$ cat src/sv/sorted_table_next_greater_search_defines.svh
// Assertion macros for the sorted table next-greater search block.
`ifndef SORTED_TABLE_NEXT_GREATER_SEARCH_DEFINES_SVH
`define SORTED_TABLE_NEXT_GREATER_SEARCH_DEFINES_SVH

// Antecedent implies consequent in the same cycle.
`define STGS_ASSERT_NOW(label, clk, rst, ante, cons, msg) \
   label: assert property (@(posedge clk) disable iff (rst) (ante) |-> (cons)) \
      else $error(msg);

// Antecedent implies consequent in the next cycle.
`define STGS_ASSERT_NEXT(label, clk, rst, ante, cons, msg) \
   label: assert property (@(posedge clk) disable iff (rst) (ante) |=> (cons)) \
      else $error(msg);

`endif

$ cat src/sv/stgs_pkg.sv
// Package: widths, request kinds and controller/datapath interface types.
package stgs_pkg;

   localparam int TABLE_DEPTH = 256;
   localparam int VALUE_W     = 32;
   localparam int IDX_W       = $clog2(TABLE_DEPTH);
   localparam int CNT_W       = $clog2(TABLE_DEPTH + 1);

   localparam int REQ_DATA_W  = ((IDX_W + 2 * VALUE_W + 7) / 8) * 8;
   localparam int RSP_FIELD_W = 1 + VALUE_W + CNT_W + 1;
   localparam int RSP_DATA_W  = ((RSP_FIELD_W + 7) / 8) * 8;

   localparam logic REQ_WRITE = 1'b0;
   localparam logic REQ_QUERY = 1'b1;

   typedef struct packed {
      logic write;
      logic start;
      logic probe;
      logic load;
   } dp_cmd_type;

   typedef struct packed {
      logic span_empty;
   } dp_status_type;

endpackage

$ cat src/sv/stgs_controller.sv
// Controller: search sequencing and result handshake.
module stgs_controller import stgs_pkg::*; (
   input  logic          clock,
   input  logic          reset,
   input  logic          req_tvalid,
   output logic          req_tready,
   input  logic          req_tuser,
   output logic          rsp_tvalid,
   input  logic          rsp_tready,
   input  dp_status_type status,
   output dp_cmd_type    cmd
);

   localparam logic [1:0] ST_IDLE  = 2'd0;
   localparam logic [1:0] ST_PROBE = 2'd1;
   localparam logic [1:0] ST_DONE  = 2'd2;

   logic [1:0] state_ff, state_in;
   logic       rsp_valid_ff, rsp_valid_in;
   logic       req_accept;

   assign req_tready = state_ff == ST_IDLE;
   assign req_accept = req_tvalid & req_tready;

   assign cmd.write = req_accept & (req_tuser == REQ_WRITE);
   assign cmd.start = req_accept & (req_tuser == REQ_QUERY);
   assign cmd.probe = state_ff == ST_PROBE;
   assign cmd.load  = (state_ff == ST_DONE) & (~rsp_valid_ff | rsp_tready);

   always_comb begin
      state_in = state_ff;
      unique case (state_ff)
         ST_IDLE: begin
            if (cmd.start) begin
               state_in = status.span_empty ? ST_DONE : ST_PROBE;
            end
         end
         ST_PROBE: begin
            if (status.span_empty) begin
               state_in = ST_DONE;
            end
         end
         ST_DONE: begin
            if (cmd.load) begin
               state_in = ST_IDLE;
            end
         end
         default: state_in = ST_IDLE;
      endcase
   end

   always_comb begin
      rsp_valid_in = rsp_valid_ff;
      priority if (cmd.load) begin
         rsp_valid_in = 1'b1;
      end else if (rsp_tready) begin
         rsp_valid_in = 1'b0;
      end
   end

   always_ff @(posedge clock) begin
      if (reset) begin
         state_ff     <= ST_IDLE;
         rsp_valid_ff <= 1'b0;
      end else begin
         state_ff     <= state_in;
         rsp_valid_ff <= rsp_valid_in;
      end
   end

   assign rsp_tvalid = rsp_valid_ff;

endmodule

$ cat config.mk
export PLATFORM = sky130hd
export DESIGN_NAME = stgs_controller
export DESIGN_NICKNAME = d
export VERILOG_FILES = /design/src/sv/sorted_table_next_greater_search_defines.svh /design/src/sv/stgs_pkg.sv /design/src/sv/stgs_controller.sv
export SDC_FILE = /design/constraint.sdc
export NUM_CORES = 1
export LEC_CHECK = 0
export BUFFER_PORTS_ARGS = -buffer_cell sky130_fd_sc_hd__buf_2
export CORE_AREA = 3 3 40 42
export DETAILED_ROUTE_END_ITERATION = 10
export DIE_AREA = 0 0 43 45
export SYNTH_ARGS = -nofsm -noshare
export SYNTH_HDL_FRONTEND = slang
export SYNTH_SLANG_ARGS = --single-unit
$ cat constraint.sdc
create_clock -name clock -period 1.3 [get_ports clock]
set_input_delay 0.13 -clock clock [delete_from_list [all_inputs] [get_ports clock]]
set_output_delay 0.13 -clock clock [all_outputs]
set_load 0.01 [all_outputs]
==> summary.md <==
| Metric | Value |
|---|---|
| Status | `finished clean` |
| # DRC | `0` |
| Reg area | `60.1 um2` |
| Layer with the highest usage | `met4` |
| Worst hold path class | `input pin to flop` |
| Multi-input combinational cell area | `around 81 um2` |
| Row count | `13` |
| FF-to-FF setup slack | `0.47 ns` |
| Startpoint Class | `flop` |
| Setup Skew | `0.000701 ns` |
| H-tree depth | `1` |
| CP required | `~1.2 ns` |
| Final period util | `between 80% and 90%` |
| Routed Wire Length | `333 um` |
| Num CTS Buffers | `3` |
| Area grow syn2layout | `62.2%` |
| Final hold violations | `0` |
| Clk pwr share | `a little over half` |
| Synth Area per Inst | `approximately 8.3 um2` |
| Synthesized area | `about 150 um2` |
| Max incr delay on CP | `between 0.3 and 0.4 ns` |
| Worst-path cell chain | `nand2b_1 -> and2b_1 -> buf_2` |
| Hold buffers post-CTS | `0` |
| Worst VDD drop | `0.141 mV` |
| Core area | `about 1300 um2` |
| Grt ovf | `0` |
| Synth area leaders | `dfxtp_1 40%, nand2b_1 8.4%, a21oi_1 6.7%` |
| Layout cells sized above 1 | `between 50% and 60%` |
| Min Tclk post-route | `between 1 and 1.5 ns` |
| Routing usage on met1 | `approximately 3.4%` |
| Postcts setup bufs | `0` |
| Comb pwr share | `12.6%` |
| IO buf count | `11` |
| R2R depth | `3` |
| Slew margin rel. | `86.9%` |
| Clock Latency Late Sink | `0.23 ns` |
| Total internal power | `around 0.00023 W` |
| Routed Antenna Nets | `0` |
| Worst path arrival time | `around 1 ns` |
| P per Cell Area | `1220 nW/um2` |
| Number of synthesis warnings | `0` |
| Mapped Cells | `18` |
| Core Util, Final | `about a fifth` |
| GR Util met2 | `between 5 and 6%` |
| Max-cap violations | `0` |
| CTS tree | `done` |
| Worst Setup EP | `cmd[0]` |
| Worst r2r src | `state_ff[0]` |
| Largest net degree at the start of global routing | `6` |
| Crit-path slowest cell | `dfxtp_1` |
| CTS Root Cell | `clkbuf_4` |
| Total of flip-flops plus latches after synthesis | `3` |
| Reg2reg end | `state_ff[1]` |
| Synth Net Count | `24` |
| Pleak | `roughly 0.13 nW` |
| Vias post-DR | `roughly 170` |
| Crit Path Max Fanout | `4` |
| Final GP Congestion | `0.615` |
| Most frequent cells in the layout | `11 x buf_2, 3 x clkbuf_4, 3 x dfxtp_1` |
| ANT cells | `0` |
| Least-Margin Pin Slew | `0.194 ns` |
| Global-route wire length before repair | `around 520 um` |
| Unrepaired setup endpoints after global routing | `no` |
| Initial Utilization | `between 10% and 20%` |
| Setup violators final | `0` |
| Endpoint class of the critical path | `output pin` |
| Die X | `between 40 and 50 um` |
| CP Class | `flop to output pin` |
| Min Hold Slack | `0.0825 ns` |
| Synth top area share | `between 40 and 50%` |
| Final Max Tran Viols | `0` |
| Register share of total power | `33.4%` |
| Commonest non-fill, non-tap cell in the layout | `buf_2` |
| CTS resizes | `0` |
| Drt first pass iters | `2` |
| Total clock sinks | `3` |
| First DRT Iteration DRCs | `2` |
| Antenna violations before repair | `0` |
| Fmax | `~860 MHz` |
| Cell taking the most area after synthesis | `dfxtp_1` |
| Clock-pin slew on the worst setup and hold paths | `~0.040 ns` |
| Fill count | `159` |
| Sequential-to-total area share from yosys stat | `about two fifths` |
| Final nets | `39` |
| Setup TNS | `0 ns` |
| # IOs | `12` |
| Die Ht | `roughly 45 um` |
| Die area | `between 1500 and 2000 um2` |
| Net load switching power | `~0.000065 W` |
| Number of global-route vias before repair | `145` |
| CTS Buffer Depth | `2` |
| Grt met3 use | `around 4.0%` |
| Average wire per standard cell | `approximately 7.1 um` |
| Library cells used by synthesis | `12` |
| Routed vias/inst | `between 3 and 4` |
| CP Launch Point | `state_ff[0]` |
| Gr usage total | `under 10%` |
| Sw frac | `a little over a fifth` |
==> worst min path at each step <==
stage | cells after the start | startpoint | endpoint
6_report | 2 | status | state_ff[0]
5_1_grt | 2 | status | state_ff[0]
4_1_cts | 2 | status | state_ff[0]
3_5_place_dp | 2 | status | state_ff[0]
3_3_place_gp | 2 | status | state_ff[0]
2_1_floorplan | 1 | reset | rsp_tvalid
==> synthesized netlist by cell type <==
library cell and number:
nand2_1 1, and3_2 1, and2b_1 1, a21oi_1 2, dfxtp_1 3, buf_4 1
nor3_1 2, nor2_1 2, nand2b_1 2, and2b_2 1, nor4_1 1, a21o_1 1
==> kinds of logic after synthesis <==
group | Yosys count | share of synthesized area (%)
buffers and inverters | 1 | 5.04
AO/OA/AOI/OAI | 3 | 11.8
flip-flops | 3 | 40.3
AND/OR/NAND/NOR | 11 | 42.9
==> layer usage <==
layer  vias up  part of all wire (%)  routed length (um)
met4         0                     0                   0
met2         8                    49                 162
met1        69                    33                 109
met3         0                    18                  61
met5         -                     0                   0
li1         90                     -                   -
==> worst max-delay path, delay by kind of cell, from the launching register on <==
| family | cells | cell delay (ns) |
|---|---|---|
| and+or+nand+nor | 2 | 0.33 |
| DFF | 1 | 0.34 |
| buffers and inverters | 1 | 0.13 |
==> layout make-up <==
cell class / instances / area share [%]
clock buffer: 4 / 10.9
multi-input combinational: 14 / 33.7
sequential: 3 / 24.9
tap: 15 / 7.77
timing repair buffer: 11 / 22.8
==> metrics by stage <==
step	setup slack [ns]	total power (W)	instance area (um2)	cells
3_3_place_gp	0.371	0.000137	215	43
5_1_grt	0.0557	0.000318	241	47
2_1_floorplan	0.367	0.000119	149	18
4_1_cts	0.123	0.000304	241	47
3_5_place_dp	0.380	0.000138	215	43
6_report	0.143	0.000294	241	47
==> sequential cells by signal (all words and copies together), names as in the netlist <==
signal / flops
rsp_tvalid: 1
state_ff: 2
==> power by group through the flow <==
stage	sequential [W]	clock, W	combinational, W
after CTS	0.0000984	0.000168	0.0000379
after detailed placement	0.0000997	0	0.0000378
after global placement	0.0000998	0	0.0000374
after global routing	0.0000989	0.000179	0.0000405
after floorplan	0.0000998	0	0.0000195
final	0.0000983	0.000159	0.0000371
Note: power is estimated with default switching activity, not from simulation.
